--- src/rtl/range_max_segment_tree_defines.svh ---
// ----------------------------------------------------------------------------
// range_max_segment_tree_defines.svh
// Assertion macros used by the range maximum segment tree top level.
// ----------------------------------------------------------------------------
`ifndef RANGE_MAX_SEGMENT_TREE_DEFINES_SVH
`define RANGE_MAX_SEGMENT_TREE_DEFINES_SVH

// Property that must hold at every clock edge outside reset.
`define RMST_ASSERT(lbl, prop, msg) \
  lbl: assert property (@(posedge clk_i) disable iff (!rst_ni) (prop)) else $error(msg);

// Antecedent in one cycle implies consequent in the next.
`define RMST_ASSERT_NEXT(lbl, ante, cons, msg) \
  lbl: assert property (@(posedge clk_i) disable iff (!rst_ni) (ante) |=> (cons)) \
    else $error(msg);

`endif

--- src/rtl/rmst_pkg.sv ---
// ----------------------------------------------------------------------------
// rmst_pkg
// Constants, payload types and controller/datapath structs.
// ----------------------------------------------------------------------------
`default_nettype none

package rmst_pkg;

  localparam int unsigned MAX_ELEMENTS = 1024;
  localparam int unsigned NODE_COUNT   = 2 * MAX_ELEMENTS;
  localparam int unsigned ADDR_W       = $clog2(NODE_COUNT);
  localparam int unsigned BOUND_W      = ADDR_W + 1;      // holds 2*MAX_ELEMENTS
  localparam int unsigned POS_W        = 11;
  localparam int unsigned COUNT_W      = 11;
  localparam int unsigned VAL_W        = 32;
  localparam int unsigned CMP_W        = (POS_W > BOUND_W) ? POS_W : BOUND_W;

  localparam logic [COUNT_W-1:0]      COUNT_RESET = 11'd1024;
  localparam logic [VAL_W-1:0]        SIGN_FLIP   = 32'h8000_0000;
  localparam logic signed [VAL_W-1:0] INT_MIN     = 32'sh8000_0000;

  typedef enum logic [0:0] {
    CMD_SET   = 1'b0,
    CMD_QUERY = 1'b1
  } cmd_e;

  typedef struct packed {
    cmd_e                     cmd;
    logic [POS_W-1:0]         position;
    logic signed [VAL_W-1:0]  element_value;
    logic [POS_W-1:0]         query_low;
    logic [POS_W-1:0]         query_high;
  } in_t;

  typedef struct packed {
    logic signed [VAL_W-1:0]  max_value;
    logic                     range_error;
  } out_t;

  typedef enum logic [4:0] {
    ST_CLEAR  = 5'b00001,
    ST_IDLE   = 5'b00010,
    ST_UPDATE = 5'b00100,
    ST_QUERY  = 5'b01000,
    ST_RESULT = 5'b10000
  } state_e;

  typedef struct packed {
    logic clr_step;   // write one cleared node
    logic start_set;  // write leaf, fetch its sibling
    logic start_qry;  // load query bounds
    logic upd_step;   // write one ancestor
    logic qry_step;   // walk one tree level of the query
    logic out_load;   // move result into output register
  } ctrl_cmd_t;

  typedef struct packed {
    logic clr_last;
    logic set_ok;
    logic upd_last;
    logic qry_done;
    logic out_busy;
  } dp_stat_t;

  // Unsigned max; values are kept in offset-binary form.
  function automatic logic [VAL_W-1:0] bigger(input logic [VAL_W-1:0] a,
                                              input logic [VAL_W-1:0] b);
    bigger = (a > b) ? a : b;
  endfunction

endpackage

`default_nettype wire

--- src/rtl/rmst_ctrl.sv ---
// ----------------------------------------------------------------------------
// rmst_ctrl
// Sequencer: clear sweep, set walk-up, query walk and result hand-off.
// ----------------------------------------------------------------------------
`default_nettype none

module rmst_ctrl (
  input  wire logic                 clk_i,
  input  wire logic                 rst_ni,
  input  wire logic                 in_valid_i,
  input  wire rmst_pkg::cmd_e       in_cmd_i,
  output      logic                 in_ready_o,
  input  wire rmst_pkg::dp_stat_t   stat_i,
  output      rmst_pkg::ctrl_cmd_t  cmd_o
);
  import rmst_pkg::*;

  state_e state_q, state_d;

  always_comb begin
    state_d    = state_q;
    cmd_o      = '0;
    in_ready_o = 1'b0;
    case (state_q)
      ST_CLEAR: begin
        cmd_o.clr_step = 1'b1;
        if (stat_i.clr_last) begin
          state_d = ST_IDLE;
        end
      end
      ST_IDLE: begin
        in_ready_o = 1'b1;
        if (in_valid_i) begin
          if (in_cmd_i == CMD_QUERY) begin
            cmd_o.start_qry = 1'b1;
            state_d         = ST_QUERY;
          end else if (stat_i.set_ok) begin
            cmd_o.start_set = 1'b1;
            state_d         = ST_UPDATE;
          end
          // out-of-range set: taken and dropped
        end
      end
      ST_UPDATE: begin
        cmd_o.upd_step = 1'b1;
        if (stat_i.upd_last) begin
          state_d = ST_IDLE;
        end
      end
      ST_QUERY: begin
        if (stat_i.qry_done) begin
          state_d = ST_RESULT;
        end else begin
          cmd_o.qry_step = 1'b1;
        end
      end
      ST_RESULT: begin
        if (!stat_i.out_busy) begin
          cmd_o.out_load = 1'b1;
          state_d        = ST_IDLE;
        end
      end
      default: begin
        state_d = ST_IDLE;
      end
    endcase
  end

  always_ff @(posedge clk_i or negedge rst_ni) begin
    if (!rst_ni) begin
      state_q <= ST_CLEAR;
    end else begin
      state_q <= state_d;
    end
  end

endmodule

`default_nettype wire

--- config.mk ---
export PLATFORM = sky130hd
export DESIGN_NAME = rmst_ctrl
export DESIGN_NICKNAME = d
export VERILOG_FILES = /design/src/rtl/range_max_segment_tree_defines.svh /design/src/rtl/rmst_pkg.sv /design/src/rtl/rmst_ctrl.sv
export SDC_FILE = /design/constraint.sdc
export NUM_CORES = 1
export LEC_CHECK = 0
export BUFFER_PORTS_ARGS = -buffer_cell sky130_fd_sc_hd__buf_2
export CAP_MARGIN = 15
export CORE_AREA = 2 2 39 41
export CTS_BUF_LIST = sky130_fd_sc_hd__clkbuf_8
export CTS_CLUSTER_SIZE = 8
export DETAILED_ROUTE_END_ITERATION = 16
export DIE_AREA = 0 0 41 43
export GPL_ROUTABILITY_DRIVEN = 1
export SLEW_MARGIN = 20
export SYNTH_ARGS = -nofsm -noshare
export SYNTH_HDL_FRONTEND = slang
export SYNTH_SLANG_ARGS = --single-unit
--- constraint.sdc ---
create_clock -name clk_i -period 3.49 [get_ports clk_i]
set_input_delay 0 -clock clk_i [delete_from_list [all_inputs] [get_ports clk_i]]
set_output_delay 0 -clock clk_i [all_outputs]
set_load 0.03 [all_outputs]
==> metrics.md, run 1 <==
| Metric | Value |
|---|---|
| Max Root-Sink Buffers | 2 |
| Worst-path fanout max | 6 |
| Avg Cell Area, Syn | ~10 um^2 |
| Biggest regs | state_q x5 |
| Status | completed |
| Post-DP HPWL | 625.3 um |
| RSZ-0062 raised after global routing | false |
| Max cap viols | 0 |
| Share of cells above drive strength 1 | 50.00% |
| Die H | approximately 43 um |
| Routability cong. | 0.7499 |
| Die Wd | just over 40 um |
| Setup CP Type | flip-flop to primary output |
| RR Startpoint | state_q[4] |
| FF-to-FF End | state_q[1] |
| PnR worst setup slack | 1691 ps |
| Max incr delay on CP | 420 ps |
| NetSw | 125.6 uW |
| VDD IR max | 317.5 uV |
| FILL cells | between 150 and 200 |
| Vias/cell | 4.721 |
| Clock latency at the later pin of the worst-skew pair | between 200 and 250 ps |
| PD cells | 694.4 nW/um^2 |
| Multiplexer share of the synthesized area | 0% |
| CTS tree | built |
| Fin cells | about 70 |
| # diodes | 0 |
| Simple-gate area share of the yosys netlist | about two fifths |
| Pre-CTS setup slack | 1836 ps |
| Tmin final | 1799 ps |
| TNS Setup | 0 ps |
| Vias | 321 |
| Slew headroom | about 76% |
| Die Footprint | 1763 um^2 |
| WL/cell | 11.12 um |
| Clock Power Share | 31.1% |
| Internal power | 202.8 uW |
| Cells after DPL | 63 |
| PostCTS Resize Cnt | 0 |
| Sw frac | 38.24% |
| Compound-cell area share of the yosys netlist | 13.95% |
| Hold path start | stat_i[2] |
| Clock sinks | 5 |
| Max FFs per register | 5 |
| DRC | 0 |
| Largest family of logic cells by synthesized area | simple AND/OR/NAND/NOR gates |
| Largest net degree at the start of global routing | 7 |
| Vias in the first global route | 296 |
| Root Driver | clkbuf_8 |
| Synthesized cell area | 322.8 um^2 |
| Most frequent cells in the layout | buf_2, inv_1, dfrtp_1 |
| Max-slew violations | 0 |
| Post-synthesis xor/xnor area fraction | under 10% |
| Core footprint | about 1400 um^2 |
| Fmax | ~560 MHz |
| Drt first pass iters | 4 |
| H-tree Lvls | 1 |
| Tcrit/Tclk final | a little over 50% |
| Register-to-Register Path Depth | 4 |
| R2R setup slack | 1830 ps |
| Worst setup path start | state_q[4] |
| Final net count | 62 |
| Routed Antenna Nets | 0 |
| First-pass GRT wire length | 1173 um |
| Initial antenna violation count | 0 |
| Synthesis-stage register bit count | 5 |
| Leak Pwr | 0.2627 nW |
| GRT overflow | 0 |
| Synth Area in Adders | 0% |
| IO Count | 16 |
| Setup Viol. Count Final | 0 |
| Final Hold Vio Count | 0 |
| Hold_buf cts | 1 |
| Wirelength, routed | 756 um |
| I/O Buffers | 15 |
| Design area | 473.0 um^2 |
| Num CTS Buffers | 3 |
| Total track usage | between 10% and 20% |
| Reg power frac | 27.8% |
| Starting Density | 23.33% |
| Critical Path Start Type | flip-flop |
| Slowest-stage cell, CP | or3_4 |
| Worst Path Required | about 3500 ps |
| Gate power share | approximately two fifths |
| CP Cell Sequence | or3_4, nor3b_2, and4b_1, buf_2 |
| Area Growth Syn to Fin | 46.51% |
| Row count | 14 |
| Placed Area | 417.9 um^2 |
| Hold depth | 2 |
| Syn nets | 41 |
| Synth Instances | 32 |
| Post-CTS setup buffers | 0 |
| CP arrival | 1800 ps |
| Leading cell type in the layout, fill and taps excluded | buf_2 |
| Initial DRC count | 4 |
| Yosys warns | 0 |
| Min-delay worst type | input pin to flip-flop |
| Worst Skew | 1.297 ps |
| Endpoint type of the worst setup path | primary output |
| Biggest register | state_q |
| Hold worst-path end | state_q[2] |
| Yosys cell types | 23 |
| Sequential-to-total area share from yosys stat | 39.15% |
| Clk pin slew, worst setup/hold paths | 30 ps |
| Worst Max-Slew Pin Slew | between 300 and 400 ps |
## critical path: cells and delay by family (launching register included)
kind	cells	cell delay, ps
buffers and inverters	1	200
DFF	1	410
and+or+nand+nor	3	980
## per-stage QoR
stage / hold WS, ps / util, % / power, mW
final: 5.411 / 34.18 / 0.3284
after floorplan: -295.6 / - / 0.1918
after global placement: -181.4 / 30.20 / 0.2252
after CTS: 2.731 / 34.18 / 0.3329
after detailed placement: -176.5 / 30.20 / 0.2258
after global routing: 3.844 / 34.18 / 0.3510
## layout make-up
class	instances	area, um^2	share of cell area (%)
Inverter	3	11.26	2.381
Multi-Input combinational cell	24	185.2	39.15
Sequential cell	5	126.4	26.72
Clock buffer	3	41.29	8.730
Tap cell	16	20.02	4.233
Clock inverter	1	3.754	0.7937
Timing Repair Buffer	16	85.08	17.99
## synthesized netlist by cell type
cell / number / area, um^2
and3_1: 1 / 6.260
and3_2: 1 / 7.510
and4b_1: 1 / 10.01
dfrtp_1: 4 / 100.1
dfstp_2: 1 / 26.28
inv_1: 3 / 11.26
nand2_1: 1 / 3.750
nand2b_1: 1 / 6.260
nand3_1: 1 / 5.000
nand3b_1: 1 / 7.510
nand4b_1: 2 / 17.52
nor2_1: 3 / 11.26
nor3_1: 1 / 5.000
nor3b_1: 1 / 7.510
nor3b_2: 1 / 12.51
nor4_1: 1 / 6.260
o2111ai_2: 1 / 15.01
o21ai_0: 1 / 5.000
o21ai_2: 2 / 17.52
o21bai_1: 1 / 7.510
or3_4: 1 / 11.26
or4b_4: 1 / 13.76
xnor2_1: 1 / 8.760
## worst max path at each step
stage                            end  slack (ps)
final                       cmd_o[4]        1690
after global routing        cmd_o[4]        1600
after CTS                   cmd_o[4]        1690
after detailed placement  state_q[1]        1840
after global placement    state_q[1]        1860
after floorplan           state_q[2]        1450
## layer usage
layer	routed length, um	track usage, %
met1	312	11.15
met3	55	3.141
met4	15	8.000
met2	373	16.25
met5	0	0
## cell families after synthesis
logic type | Yosys count
xor gates and xnor gates | 1
and+or+nand+nor | 18
DFF | 5
AOI/OAI and AO/OA | 5
buffers and inverters | 3
## power groups by stage
stage	registers [mW]	clock network, mW	logic (mW)
after floorplan	0.0870	0	0.105
after global placement	0.0914	0	0.134
after detailed placement	0.0919	0	0.134
after CTS	0.0913	0.106	0.136
after global routing	0.0936	0.110	0.147
final	0.0912	0.102	0.135
(Power assumes the default switching activity.)
==> run 2: changes to the inputs <==
==> constraint.sdc (replaced) <==
create_clock -name clk_i -period 1.7 [get_ports clk_i]
set_input_delay 0 -clock clk_i [delete_from_list [all_inputs] [get_ports clk_i]]
set_output_delay 0 -clock clk_i [all_outputs]
set_load 0.03 [all_outputs]
==> run 2 against run 1 <==
  * Critical path depth stayed put
  * Final cell count increased by 5.9%
  * Clock power grew 100%
  * Global-route usage up 2.0 points
  * Flip-flop and latch count stayed put
  * Largest cell class unchanged
  * Power rose by 130%
  * First-iteration DRC count is 75% lower
  * Highest routed layer unchanged
==> metrics.md, run 2 (synthesis gave the netlist of run 1 again) <==
| Metric | Value |
|---|---|
| Clk pin slew, worst setup/hold paths | 30 ps |
| Fin cells | 72 |
| Clock sinks | 5 |
| NetSw | 278.0 uW |
| Final Hold Vio Count | 0 |
| RR Startpoint | state_q[2] |
| Max-slew violations | 0 |
| Share of cells above drive strength 1 | 57.14% |
| Hold depth | 2 |
| Clock latency at the later pin of the worst-skew pair | about 220 ps |
| Tcrit/Tclk final | 98.36% |
| R2R setup slack | 80 ps |
| Max FFs per register | 5 |
| Setup Viol. Count Final | 0 |
| Starting Density | 23.33% |
| Design area | 520.5 um^2 |
| Die H | ~43 um |
| Total track usage | 12.51% |
| First-pass GRT wire length | 1373 um |
| Worst Skew | 0.6763 ps |
| Most frequent cells in the layout | buf_2, buf_4, inv_1, dfrtp_1 |
| DRC | 0 |
| Reg power frac | a little under a quarter |
| Critical Path Start Type | flip-flop |
| CTS tree | built |
| GRT overflow | 0 |
| Biggest register | state_q |
| Fmax | ~600 MHz |
| Final net count | 66 |
| # diodes | 0 |
| Initial DRC count | 1 |
| Wirelength, routed | 815 um |
| Hold worst-path end | state_q[2] |
| Clock Power Share | roughly 28% |
| Num CTS Buffers | 3 |
| Gate power share | 48.9% |
| H-tree Lvls | 1 |
| Sw frac | 36.96% |
| IO Count | 16 |
| Biggest regs | state_q x5 |
| Hold path start | stat_i[2] |
| WHS | approximately 17 ps |
| Vias in the first global route | 319 |
| Core footprint | 1384 um^2 |
| Routability cong. | between 0.8 and 0.9 |
| Root Driver | clkbuf_8 |
| Post-DP HPWL | 677 um |
| Area Growth Syn to Fin | 61.24% |
| Drt first pass iters | 2 |
| Max cap viols | 0 |
| VDD IR max | 444.4 uV |
| Final Power | approximately 750 uW |
| TNS Setup | 0 ps |
| Initial antenna violation count | 0 |
| Status | completed |
| Die Footprint | 1763 um^2 |
| Vias | between 300 and 400 |
| Endpoint type of the worst setup path | primary output |
| RSZ-0062 raised after global routing | true |
| Min-delay worst type | input pin to flip-flop |
| Worst Max-Slew Pin Slew | 375.7 ps |
| Worst Path Required | 1700 ps |
| Largest net degree at the start of global routing | 7 |
| Slew headroom | 74.76% |
| Worst-path fanout max | 4 |
| I/O Buffers | 15 |
| Die Wd | 41 um |
| Setup CP Type | flip-flop to primary output |
| Vias/cell | 4.500 |
| Leading cell type in the layout, fill and taps excluded | buf_2 |
| WL/cell | 11.32 um |
| Max Root-Sink Buffers | 2 |
| Routed Antenna Nets | 0 |
| PD cells | 1445 nW/um^2 |
| Row count | 14 |
| Placed Area | 449.2 um^2 |
| Leak Pwr | between 0.2 and 0.3 nW |
| Register-to-Register Path Depth | 4 |
| Cells after DPL | 66 |
| Internal power | around 470 uW |
| CP arrival | 1670 ps |
| Tmin final | roughly 1700 ps |
| FF-to-FF End | state_q[1] |
[run 2: cell types whose count changed in the layout (fill, tap and decap cells not counted)]
cell     delta
and3_1      -1
and3_2      +1
and4b_1     -1
and4b_2     +1
buf_2       -2
buf_4       +5
buf_6       +1
nor3b_2     -1
nor3b_4     +1
[run 2: stage by stage]
stage | setup slack, ps | utilization (%)
finish | 27.85 | 37.61
global route | -33.81 | 37.61
CTS | 26.24 | 36.62
detailed placement | 76.06 | 32.46
global placement | 110.5 | 32.46
floorplan | -113.4 | -
[run 2: routing by layer]
| metal | GRT usage, % | share of wire [%] | routed length, um |
|---|---|---|---|
| met1 | 14.71 | 43 | 350 |
| met2 | 17.19 | 48 | 395 |
| met3 | 3.141 | 6.1 | 50 |
| met4 | 12.00 | 2.3 | 19 |
| met5 | 0 | 0 | 0 |
[run 2: worst max-delay path by stage]
stage	startpoint	to	cells after the start
detailed placement	state_q[4]	state_q[1]	4
CTS	state_q[4]	cmd_o[4]	4
global route	state_q[2]	cmd_o[4]	4
global placement	state_q[4]	state_q[1]	4
floorplan	state_q[4]	state_q[2]	4
finish	state_q[2]	cmd_o[4]	4
[run 2: layout make-up]
class                           instances  area [um^2]
Tap cell                               16        20.02
Timing Repair Buffer                   20        123.9
Inverter                                3        11.26
Clock inverter                          1        3.754
Multi-Input combinational cell         24        193.9
Clock buffer                            3        41.29
Sequential cell                         5        126.4
Fill cell                             148        863.3
[run 2: worst max-delay path: stages, from the launching register on]
cell     delay (ps)
dfrtp_1         360
or3_4           420
nor3b_4         260
and4b_2         280
buf_6           130
[run 2: power groups by stage]
| stage | Sequential (mW) | Clock, mW | Combinational [mW] |
|---|---|---|---|
| 2_1_floorplan | 0.180 | 0 | 0.233 |
| 3_3_place_gp | 0.175 | 0 | 0.329 |
| 3_5_place_dp | 0.177 | 0 | 0.336 |
| 4_1_cts | 0.176 | 0.218 | 0.340 |
| 5_1_grt | 0.182 | 0.222 | 0.403 |
| 6_report | 0.175 | 0.209 | 0.368 |
[run 2: repair_timing]
action                                  in CTS  in global routing
setup buffers                                0                  1
endpoints found under the hold margin        5                  0
gates resized for setup                      1                  3
endpoints found under the setup margin       1                  2
hold buffers                                 1                  0
gates cloned                                 0                  0
pin swaps                                    0                  3
